[src/design/flow_pulse_level_estimator_macros.svh]
// assertion macros for the flow pulse level estimator
`ifndef FLOW_PULSE_LEVEL_ESTIMATOR_MACROS_SVH
`define FLOW_PULSE_LEVEL_ESTIMATOR_MACROS_SVH
`ifndef SYNTHESIS
// same-cycle implication on the block clock, off during reset
`define FPLE_ASSERT_SAME(label, pre, post) \
    label: assert property (@(posedge i_clk) disable iff (!i_rst_n) (pre) |-> (post)) \
        else $error("fple: same-cycle check failed");
// next-cycle implication on the block clock, off during reset
`define FPLE_ASSERT_NEXT(label, pre, post) \
    label: assert property (@(posedge i_clk) disable iff (!i_rst_n) (pre) |=> (post)) \
        else $error("fple: next-cycle check failed");
`else
`define FPLE_ASSERT_SAME(label, pre, post)
`define FPLE_ASSERT_NEXT(label, pre, post)
`endif
`endif

[src/design/fple_pkg.sv]
// shared types, constants and microcode table of the flow pulse level estimator
package fple_pkg;

    // field and state widths
    localparam int AMT_W         = 26;
    localparam int CUR_W         = 32;
    localparam int CNT_W         = 16;
    localparam int RATE_W        = 24;
    localparam int RES_W         = 27;
    localparam int FRAC_W        = 17;
    localparam int Q_W           = 26;
    localparam int IN_TDATA_W    = 32;
    localparam int OUT_TDATA_W   = 96;
    localparam int ELAPSED_BITS_DEF = 24;

    // arithmetic constants
    localparam int UL_PER_PULSE    = 135;
    localparam int UL_PER_ML       = 1000;
    localparam int RESET_AMOUNT_UL = 200 * UL_PER_ML;
    localparam int FRAC_FULL       = 65536;
    localparam int RES_MAX         = (1 << 26) - 1;

    // item kinds carried on the input tuser
    localparam logic OP_SAMPLE = 1'b0;
    localparam logic OP_REFILL = 1'b1;

    // step counter
    localparam int PC_W = 5;
    typedef logic [PC_W-1:0] t_pc;

    localparam t_pc S_IDLE      = 5'd0;
    localparam t_pc S_BRANCH    = 5'd1;
    localparam t_pc S_RATE      = 5'd2;
    localparam t_pc S_SUB       = 5'd3;
    localparam t_pc S_PREP      = 5'd4;
    localparam t_pc S_DIV_FRAC  = 5'd5;
    localparam t_pc S_WAIT_FRAC = 5'd6;
    localparam t_pc S_DIV_AVG   = 5'd7;
    localparam t_pc S_WAIT_AVG  = 5'd8;
    localparam t_pc S_DIV_TTE   = 5'd9;
    localparam t_pc S_WAIT_TTE  = 5'd10;
    localparam t_pc S_CAP_TTE   = 5'd11;
    localparam t_pc S_EMIT      = 5'd12;
    localparam t_pc S_RETURN    = 5'd13;
    localparam t_pc S_EMPTY     = 5'd14;
    localparam t_pc S_EMPTY_RET = 5'd15;
    localparam t_pc S_REFILL    = 5'd16;

    // datapath actions
    typedef enum logic [3:0] {
        A_NONE,
        A_ACCEPT,
        A_RATE,
        A_SUB,
        A_PREP,
        A_START_FRAC,
        A_CAP_FRAC_AVG,
        A_CAP_AVG_TTE,
        A_CAP_TTE,
        A_EMIT,
        A_EMIT_EMPTY,
        A_REFILL
    } t_act;

    // jump conditions
    typedef enum logic [2:0] {
        C_NEVER,
        C_ALWAYS,
        C_NO_ITEM,
        C_REFILL,
        C_EMPTY,
        C_DIV_BUSY,
        C_OUT_FULL
    } t_cond;

    // one control word
    typedef struct packed {
        t_act  act;
        t_cond cond;
        t_pc   target;
    } t_ctl;

    // status seen by the sequencer
    typedef struct packed {
        logic in_valid;
        logic is_refill;
        logic is_empty;
        logic div_busy;
        logic out_full;
    } t_flags;

    // microprogram
    function automatic t_ctl fple_ucode(input t_pc pc);
        t_ctl w;
        unique case (pc)
            S_IDLE:      w = '{act: A_ACCEPT,       cond: C_NO_ITEM,  target: S_IDLE};
            S_BRANCH:    w = '{act: A_NONE,         cond: C_REFILL,   target: S_REFILL};
            S_RATE:      w = '{act: A_RATE,         cond: C_NEVER,    target: S_IDLE};
            S_SUB:       w = '{act: A_SUB,          cond: C_NEVER,    target: S_IDLE};
            S_PREP:      w = '{act: A_PREP,         cond: C_EMPTY,    target: S_EMPTY};
            S_DIV_FRAC:  w = '{act: A_START_FRAC,   cond: C_NEVER,    target: S_IDLE};
            S_WAIT_FRAC: w = '{act: A_NONE,         cond: C_DIV_BUSY, target: S_WAIT_FRAC};
            S_DIV_AVG:   w = '{act: A_CAP_FRAC_AVG, cond: C_NEVER,    target: S_IDLE};
            S_WAIT_AVG:  w = '{act: A_NONE,         cond: C_DIV_BUSY, target: S_WAIT_AVG};
            S_DIV_TTE:   w = '{act: A_CAP_AVG_TTE,  cond: C_NEVER,    target: S_IDLE};
            S_WAIT_TTE:  w = '{act: A_NONE,         cond: C_DIV_BUSY, target: S_WAIT_TTE};
            S_CAP_TTE:   w = '{act: A_CAP_TTE,      cond: C_NEVER,    target: S_IDLE};
            S_EMIT:      w = '{act: A_EMIT,         cond: C_OUT_FULL, target: S_EMIT};
            S_RETURN:    w = '{act: A_NONE,         cond: C_ALWAYS,   target: S_IDLE};
            S_EMPTY:     w = '{act: A_EMIT_EMPTY,   cond: C_OUT_FULL, target: S_EMPTY};
            S_EMPTY_RET: w = '{act: A_NONE,         cond: C_ALWAYS,   target: S_IDLE};
            S_REFILL:    w = '{act: A_REFILL,       cond: C_ALWAYS,   target: S_IDLE};
            default:     w = '{act: A_NONE,         cond: C_ALWAYS,   target: S_IDLE};
        endcase
        return w;
    endfunction

endpackage

[src/design/flow_pulse_level_estimator.sv]
// top level of the flow pulse level estimator: datapath, handshakes and checks
// Reservoir level estimator fed with flow-meter pulse counts. A sample item
// (tuser 0) is handled by a short microprogram that walks the datapath and
// runs one serial divider three times (fraction, average rate, time to
// empty), each giving a 26-bit quotient, and waits for each to be done. A
// sample that leaves the reservoir empty skips the divisions. A refill item
// (tuser 1) gives no result. A finished result sits in the output register, so
// the next item is taken while it waits; a new result waits for that register
// to empty.
`include "flow_pulse_level_estimator_macros.svh"
module flow_pulse_level_estimator #(
    parameter int ELAPSED_BITS = fple_pkg::ELAPSED_BITS_DEF
) (
    input  logic                               i_clk,
    input  logic                               i_rst_n,
    input  logic                               i_s_tvalid,
    output logic                               o_s_tready,
    // pulse_count [15:0], refill_ml [31:16]
    input  logic [fple_pkg::IN_TDATA_W-1:0]    i_s_tdata,
    // op [0]
    input  logic                               i_s_tuser,
    output logic                               o_m_tvalid,
    input  logic                               i_m_tready,
    // current_rate_ul_s [23:0], average_rate_ul_s [50:24],
    // remaining_fraction [67:51], time_to_empty_s [94:68], zero [95]
    output logic [fple_pkg::OUT_TDATA_W-1:0]   o_m_tdata,
    // empty_flag [0]
    output logic                               o_m_tuser
);

    localparam int AMT_W  = fple_pkg::AMT_W;
    localparam int CUR_W  = fple_pkg::CUR_W;
    localparam int CNT_W  = fple_pkg::CNT_W;
    localparam int RATE_W = fple_pkg::RATE_W;
    localparam int RES_W  = fple_pkg::RES_W;
    localparam int FRAC_W = fple_pkg::FRAC_W;
    localparam int Q_W    = fple_pkg::Q_W;
    localparam int NW     = AMT_W + ELAPSED_BITS;
    localparam int DVW    = (ELAPSED_BITS > AMT_W) ? ELAPSED_BITS : AMT_W;

    fple_pkg::t_ctl   w_ctl;
    fple_pkg::t_flags w_flags;

    // item registers
    logic                    r_op;
    logic [CNT_W-1:0]        r_pulses;
    logic [CNT_W-1:0]        r_refill;

    // state
    logic [AMT_W-1:0]        r_init;
    logic [CUR_W-1:0]        r_cur;
    logic [ELAPSED_BITS-1:0] r_secs;

    // working registers
    logic [RATE_W-1:0]       r_rate;
    logic [AMT_W-1:0]        r_used;
    logic [NW-1:0]           r_prod;
    logic [FRAC_W-1:0]       r_frac;
    logic [RES_W-1:0]        r_avg;
    logic [RES_W-1:0]        r_tte;

    // output register
    logic                    r_out_valid;
    logic [RATE_W-1:0]       r_o_rate;
    logic [RES_W-1:0]        r_o_avg;
    logic [FRAC_W-1:0]       r_o_frac;
    logic [RES_W-1:0]        r_o_tte;
    logic                    r_o_empty;

    // divider hookup
    logic                    w_div_start;
    logic [NW-1:0]           w_dividend;
    logic [DVW-1:0]          w_divisor;
    logic                    w_div_busy;
    logic                    w_div_ovf;
    logic [Q_W-1:0]          w_quo;

    logic                    w_fire;
    logic                    w_emit;
    logic [CUR_W:0]          w_diff;
    logic                    w_secs_zero;

    // sequencer
    assign w_flags = '{
        in_valid:  i_s_tvalid,
        is_refill: (r_op == fple_pkg::OP_REFILL),
        is_empty:  r_cur[CUR_W-1] || (r_cur == '0),
        div_busy:  w_div_busy,
        out_full:  r_out_valid
    };

    fple_seq u_seq (
        .i_clk   (i_clk),
        .i_rst_n (i_rst_n),
        .i_flags (w_flags),
        .o_ctl   (w_ctl)
    );

    // input handshake
    assign o_s_tready = (w_ctl.act == fple_pkg::A_ACCEPT);
    assign w_fire     = i_s_tvalid && o_s_tready;
    assign w_emit     = ((w_ctl.act == fple_pkg::A_EMIT) ||
                         (w_ctl.act == fple_pkg::A_EMIT_EMPTY)) && !r_out_valid;

    // amount after consumption, one bit wider to see underflow
    assign w_diff      = {r_cur[CUR_W-1], r_cur} - {{(CUR_W+1-RATE_W){1'b0}}, r_rate};
    assign w_secs_zero = (r_secs == '0);

    // divider operand select
    always_comb begin
        w_div_start = 1'b0;
        w_dividend  = '0;
        w_divisor   = '0;
        unique case (w_ctl.act)
            fple_pkg::A_START_FRAC: begin
                w_div_start = 1'b1;
                w_dividend  = NW'({r_cur[AMT_W-1:0], 16'h0000});
                w_divisor   = DVW'(r_init);
            end
            fple_pkg::A_CAP_FRAC_AVG: begin
                w_div_start = 1'b1;
                w_dividend  = NW'(r_used);
                w_divisor   = DVW'(r_secs);
            end
            fple_pkg::A_CAP_AVG_TTE: begin
                w_div_start = 1'b1;
                w_dividend  = r_prod;
                w_divisor   = DVW'(r_used);
            end
            default: begin
                w_div_start = 1'b0;
            end
        endcase
    end

    fple_div #(
        .NW  (NW),
        .DVW (DVW),
        .QW  (Q_W)
    ) u_div (
        .i_clk      (i_clk),
        .i_rst_n    (i_rst_n),
        .i_start    (w_div_start),
        .i_dividend (w_dividend),
        .i_divisor  (w_divisor),
        .o_busy     (w_div_busy),
        .o_ovf      (w_div_ovf),
        .o_quotient (w_quo)
    );

    // item capture
    always_ff @(posedge i_clk) begin
        if (w_fire) begin
            r_op     <= i_s_tuser;
            r_pulses <= i_s_tdata[CNT_W-1:0];
            r_refill <= i_s_tdata[2*CNT_W-1:CNT_W];
        end
    end

    // reservoir state
    always_ff @(posedge i_clk) begin
        if (!i_rst_n) begin
            r_init <= AMT_W'(fple_pkg::RESET_AMOUNT_UL);
            r_cur  <= CUR_W'(fple_pkg::RESET_AMOUNT_UL);
            r_secs <= '0;
        end else begin
            unique case (w_ctl.act)
                fple_pkg::A_REFILL: begin
                    r_init <= AMT_W'(r_refill) * AMT_W'(fple_pkg::UL_PER_ML);
                    r_cur  <= CUR_W'(AMT_W'(r_refill) * AMT_W'(fple_pkg::UL_PER_ML));
                    r_secs <= '0;
                end
                fple_pkg::A_RATE: begin
                    if (r_secs != {ELAPSED_BITS{1'b1}}) begin
                        r_secs <= r_secs + 1'b1;
                    end
                end
                fple_pkg::A_SUB: begin
                    if (w_diff[CUR_W] != w_diff[CUR_W-1]) begin
                        r_cur <= {1'b1, {(CUR_W-1){1'b0}}};
                    end else begin
                        r_cur <= w_diff[CUR_W-1:0];
                    end
                end
                default: begin
                    r_cur <= r_cur;
                end
            endcase
        end
    end

    // working values and quotient capture with the special cases
    always_ff @(posedge i_clk) begin
        unique case (w_ctl.act)
            fple_pkg::A_RATE: begin
                r_rate <= RATE_W'(r_pulses) * RATE_W'(fple_pkg::UL_PER_PULSE);
            end
            fple_pkg::A_PREP: begin
                r_used <= ({{(CUR_W-AMT_W){1'b0}}, r_init} > r_cur) ?
                          (r_init - r_cur[AMT_W-1:0]) : '0;
                r_prod <= NW'(r_cur[AMT_W-1:0]) * NW'(r_secs);
            end
            fple_pkg::A_CAP_FRAC_AVG: begin
                if ((r_init == '0) || w_div_ovf ||
                    (w_quo > Q_W'(fple_pkg::FRAC_FULL))) begin
                    r_frac <= FRAC_W'(fple_pkg::FRAC_FULL);
                end else begin
                    r_frac <= w_quo[FRAC_W-1:0];
                end
            end
            fple_pkg::A_CAP_AVG_TTE: begin
                if (w_secs_zero) begin
                    r_avg <= '1;
                end else if (w_div_ovf) begin
                    r_avg <= RES_W'(fple_pkg::RES_MAX);
                end else begin
                    r_avg <= {1'b0, w_quo};
                end
            end
            fple_pkg::A_CAP_TTE: begin
                if (w_secs_zero || (r_used == '0)) begin
                    r_tte <= '1;
                end else if (w_div_ovf) begin
                    r_tte <= RES_W'(fple_pkg::RES_MAX);
                end else begin
                    r_tte <= {1'b0, w_quo};
                end
            end
            default: begin
                r_rate <= r_rate;
            end
        endcase
    end

    // output register
    always_ff @(posedge i_clk) begin
        if (!i_rst_n) begin
            r_out_valid <= 1'b0;
        end else if (w_emit) begin
            r_out_valid <= 1'b1;
        end else if (i_m_tready) begin
            r_out_valid <= 1'b0;
        end
    end

    always_ff @(posedge i_clk) begin
        if (w_emit) begin
            if (w_ctl.act == fple_pkg::A_EMIT_EMPTY) begin
                r_o_rate  <= '0;
                r_o_avg   <= '0;
                r_o_frac  <= '0;
                r_o_tte   <= '0;
                r_o_empty <= 1'b1;
            end else begin
                r_o_rate  <= r_rate;
                r_o_avg   <= r_avg;
                r_o_frac  <= r_frac;
                r_o_tte   <= r_tte;
                r_o_empty <= 1'b0;
            end
        end
    end

    assign o_m_tvalid = r_out_valid;
    assign o_m_tdata  = {1'b0, r_o_tte, r_o_frac, r_o_avg, r_o_rate};
    assign o_m_tuser  = r_o_empty;

    // checks
    `FPLE_ASSERT_SAME(a_cur_within_init, !r_cur[CUR_W-1], r_cur <= CUR_W'(r_init))
    `FPLE_ASSERT_SAME(a_div_busy_in_wait, w_div_busy, w_ctl.cond == fple_pkg::C_DIV_BUSY)
    `FPLE_ASSERT_SAME(a_secs_set_on_result, w_emit && !r_o_empty, !w_secs_zero)
    `FPLE_ASSERT_NEXT(a_accept_then_branch, w_fire, w_ctl.cond == fple_pkg::C_REFILL)

endmodule

[src/design/fple_div.sv]
// serial restoring divider, one quotient bit per cycle, with overflow detect
module fple_div #(
    parameter int NW  = fple_pkg::AMT_W + fple_pkg::ELAPSED_BITS_DEF,
    parameter int DVW = (fple_pkg::ELAPSED_BITS_DEF > fple_pkg::AMT_W) ?
                        fple_pkg::ELAPSED_BITS_DEF : fple_pkg::AMT_W,
    parameter int QW  = fple_pkg::Q_W
) (
    input  logic           i_clk,
    input  logic           i_rst_n,
    input  logic           i_start,
    input  logic [NW-1:0]  i_dividend,
    input  logic [DVW-1:0] i_divisor,
    output logic           o_busy,
    output logic           o_ovf,
    output logic [QW-1:0]  o_quotient
);

    localparam int CW = $clog2(QW + 1);

    logic [DVW-1:0] r_rem;
    logic [DVW-1:0] r_dvs;
    logic [QW-1:0]  r_quo;
    logic [CW-1:0]  r_cnt;
    logic           r_ovf;

    logic [DVW+1:0] w_trial;
    logic [DVW:0]   w_shifted;

    // trial subtraction of the divisor from the shifted remainder
    always_comb begin
        w_shifted = {r_rem, r_quo[QW-1]};
        w_trial   = {1'b0, w_shifted} - {2'b00, r_dvs};
    end

    // iteration counter
    always_ff @(posedge i_clk) begin
        if (!i_rst_n) begin
            r_cnt <= '0;
        end else if (i_start) begin
            r_cnt <= CW'(QW);
        end else if (r_cnt != '0) begin
            r_cnt <= r_cnt - 1'b1;
        end
    end

    // remainder and quotient shift register
    always_ff @(posedge i_clk) begin
        if (i_start) begin
            r_rem <= DVW'(i_dividend[NW-1:QW]);
            r_quo <= i_dividend[QW-1:0];
            r_dvs <= i_divisor;
            r_ovf <= (DVW'(i_dividend[NW-1:QW]) >= i_divisor);
        end else if (r_cnt != '0) begin
            if (!w_trial[DVW+1]) begin
                r_rem <= w_trial[DVW-1:0];
                r_quo <= {r_quo[QW-2:0], 1'b1};
            end else begin
                r_rem <= w_shifted[DVW-1:0];
                r_quo <= {r_quo[QW-2:0], 1'b0};
            end
        end
    end

    assign o_busy     = (r_cnt != '0);
    assign o_ovf      = r_ovf;
    assign o_quotient = r_quo;

endmodule

[src/design/fple_seq.sv]
// microcode sequencer: step counter, control word fetch and conditional jumps
module fple_seq (
    input  logic             i_clk,
    input  logic             i_rst_n,
    input  fple_pkg::t_flags i_flags,
    output fple_pkg::t_ctl   o_ctl
);

    fple_pkg::t_pc  r_pc;
    fple_pkg::t_pc  n_pc;
    fple_pkg::t_ctl w_ctl;
    logic           w_take;

    // fetch and condition select
    always_comb begin
        w_ctl = fple_pkg::fple_ucode(r_pc);
        unique case (w_ctl.cond)
            fple_pkg::C_NEVER:    w_take = 1'b0;
            fple_pkg::C_ALWAYS:   w_take = 1'b1;
            fple_pkg::C_NO_ITEM:  w_take = !i_flags.in_valid;
            fple_pkg::C_REFILL:   w_take = i_flags.is_refill;
            fple_pkg::C_EMPTY:    w_take = i_flags.is_empty;
            fple_pkg::C_DIV_BUSY: w_take = i_flags.div_busy;
            fple_pkg::C_OUT_FULL: w_take = i_flags.out_full;
            default:              w_take = 1'b1;
        endcase
        n_pc = w_take ? w_ctl.target : r_pc + 1'b1;
    end

    // step counter
    always_ff @(posedge i_clk) begin
        if (!i_rst_n) begin
            r_pc <= fple_pkg::S_IDLE;
        end else begin
            r_pc <= n_pc;
        end
    end

    assign o_ctl = w_ctl;

endmodule
[config.mk]
export PLATFORM = sky130hd
export DESIGN_NAME = flow_pulse_level_estimator
export DESIGN_NICKNAME = d
export VERILOG_FILES = /design/src/design/fple_pkg.sv /design/src/design/flow_pulse_level_estimator.sv /design/src/design/fple_div.sv /design/src/design/fple_seq.sv
export VERILOG_INCLUDE_DIRS = /design/src /design/src/design
export SDC_FILE = /design/constraint.sdc
export NUM_CORES = 2
export LEC_CHECK = 0
export ABC_AREA = 1
export ABC_CLOCK_PERIOD_IN_PS = 6300
export BUFFER_PORTS_ARGS = -buffer_cell sky130_fd_sc_hd__buf_2
export CORE_MARGIN = 4
export CORE_UTILIZATION = 30
export CTS_CLUSTER_DIAMETER = 50
export CTS_CLUSTER_SIZE = 8
export DETAILED_ROUTE_END_ITERATION = 16
export GPL_TIMING_DRIVEN = 0
export SLEW_MARGIN = 20
export SYNTH_ARGS = -nofsm -noshare
export SYNTH_HDL_FRONTEND = slang
export SYNTH_HIERARCHICAL = 1
export SYNTH_SLANG_ARGS = --single-unit
[constraint.sdc]
create_clock -name i_clk -period 6.3 [get_ports i_clk]
set_input_delay 0.315 -clock i_clk [delete_from_list [all_inputs] [get_ports i_clk]]
set_output_delay 0.315 -clock i_clk [all_outputs]
set_load 0.01 [all_outputs]
==> out/metrics.csv <==
metric,value,unit
routed_wl,200000,µm
die_height,428,µm
layout_commonest_cell,nand2_1,
hold_ws,0.305,ns
hold_viol_final,0,
setup-violations-final,10,
synth_nets,7853,
p_per_area,367,nW/µm²
fillerInstances,18000,
area_growth,23.7,%
place_hpwl,158000,µm
fin_setup_tns,-0.371,ns
crit_top_cell,fa_1,
synth_area,53000,µm²
crit_path_end_kind,flip-flop,
cpPeakStageDelay,0.59,ns
core_area,176000,µm²
io_buffer_count,134,
path_clk_slew,0.05,ns
relSlewSlack,26.6,%
grt_start_max_net_pins,72,
ir_worst_vdd,0.410,mV
grt_overflow,0,
routedWlPerCell,20.7,µm
rrSetupSlack,-0.07,ns
worst_slew_pin_slew,1.09,ns
first_pass_iters,6,
worst_slack,-0.0675,ns
arrival,6.79,ns
clock-sinks,480,
cts_tree,yes,
required,6.72,ns
die_w,428,µm
grt_pass1_vias,46600,
slew_violations,0,
pre_cts_slack,-1.99,ns
most-common-layout-cells,"nand2_1 (1,690), inv_1 (1,645), fa_1 (569), edfxtp_1 (377), ha_1 (368)",
finalNetCount,8316,
start_util,30.1,%
clk_latency,0.69,ns
instances_no_fill,9663,
antenna_found_initial,5,
worstHoldPathType,input pin to flip-flop,
drv_cap,0,
die_area,184000,µm²
clockBufferDepth,3,
leakage,33.6,nW
ys_warn_count,6,
critPathSlowestCell,fa_2,
num_rows,154,
syn_inst,6814,
grt_pass1_wl,293000,µm
rsz0062_at_grt,yes,
cp.buffers_inverters,7,
crit_type,flip-flop to flip-flop,
startpoint_type,flip-flop,
outcome,"finished, violations left",
cts_root_buf,clkbuf_16,
h-tree-depth,3,
syn_avg_cell_area,7.78,µm²
grt_util_all_layers,21.0,%
cts_made_buffers,79,
io_pins,136,
finClkSkew,0.0684,ns
fmax,157,MHz
crit_chain,clkbuf_16 > nand2_1 > inv_2 > fa_1 > fa_1 > inv_2 > fa_1 > fa_1 > inv_2 > fa_1 > fa_1 > inv_2 > fa_2 > clkinv_4 > ha_4 > nand2_4 > nor2_4 > inv_2 > nor2_4 > nand2_1 > nor3_1 > nand2_1 > nand4_1 > nand2_2,
placed_cells,9302,
min_period,6.37,ns
antenna_left,0,
violations,setup timing,
fin_crit_sh,101,%
first_iter_violations,4644,
routabilityCongestion,0.987,
critical-path-top-delay-family,adder cells,
num_vias,46500,
cp_max_fo,6,
drive_gt1_share,15.7,%
viasPerCell,4.81,
drc,0,
## metrics by stage
stage                     utilization (%)  area (µm²)  total power [W]
final                                37.3       65600           0.0241
after global routing                 37.3       65600           0.0261
after CTS                            36.1       63500           0.0239
after detailed placement             32.4       56900           0.0190
after global placement               32.2       56600           0.0189
after floorplan                         -       53000           0.0146
## final cells by class
type,instances,area [µm²],share of cell area [%]
Multi-Input combinational cell,4355,33900,51.7
Tap cell,2340,2930,4.46
Sequential cell,480,13500,20.6
Timing Repair Buffer,389,3080,4.69
Inverter,1749,6600,10.1
Clock buffer,103,2120,3.23
Buffer,223,3010,4.59
Antenna cell,2,5.00,0.00763
Clock inverter,22,428,0.652
## timing repair
action,in CTS,in global routing
pin swaps,69,159
hold buffers,35,0
setup endpoints to repair,41,34
resized for setup,772,417
setup buffers,90,105
hold endpoints to repair,35,0
cloned,0,11
## metal layers
metal  track usage, %  wire length (µm)  vias to the layer above
met4             9.86             11100                        2
met3             4.59             19100                      434
met1             27.7             81500                    22400
li1                 -                 -                    21600
met2             32.8             88100                     2095
met5                0                13                        -
## tightest hold or removal path, cell delays in order
cell and delay [ns]:
buf_2 0.13, inv_1 0.05, nand2_1 0.04, nand2_1 0.06, nand2_2 0.08, nand2_8 0.09, a21oi_1 0.07, nor2_1 0.09
## report_power, final
| group | switching, W | internal [W] |
|---|---|---|
| Sequential | 0.000442 | 0.00447 |
| Clock | 0.00162 | 0.00258 |
| Combinational | 0.0100 | 0.00496 |
| Total | 0.0121 | 0.0120 |
## path summary, 6_finish.rpt
check,from,end,depth (start not counted)
worst max-delay path,r_cur[21]$_SDFFE_PN0P_,r_prod[48]$_DFFE_PN_,24
worst min-delay path,i_s_tvalid,u_seq/r_pc[1]$_SDFF_PN0_,8
worst max register to register,r_cur[21]$_SDFFE_PN0P_,r_prod[48]$_DFFE_PN_,24
worst min register to register,u_div/r_cnt[0]$_SDFFE_PP0P_,u_div/r_cnt[0]$_SDFFE_PP0P_,2
## registers in the layout, indices dropped and copies added (netlist names), 17 cells and up
register / flops
r_avg: 27
r_cur: 32
r_frac: 17
r_init: 23
r_o_avg: 27
r_o_frac: 17
r_o_rate: 24
r_o_tte: 27
r_prod: 50
r_rate: 24
r_secs: 24
r_tte: 27
r_used: 26
u_div/o_quotient: 26
u_div/r_dvs: 26
u_div/r_rem: 26
(Power assumes the default switching activity.)
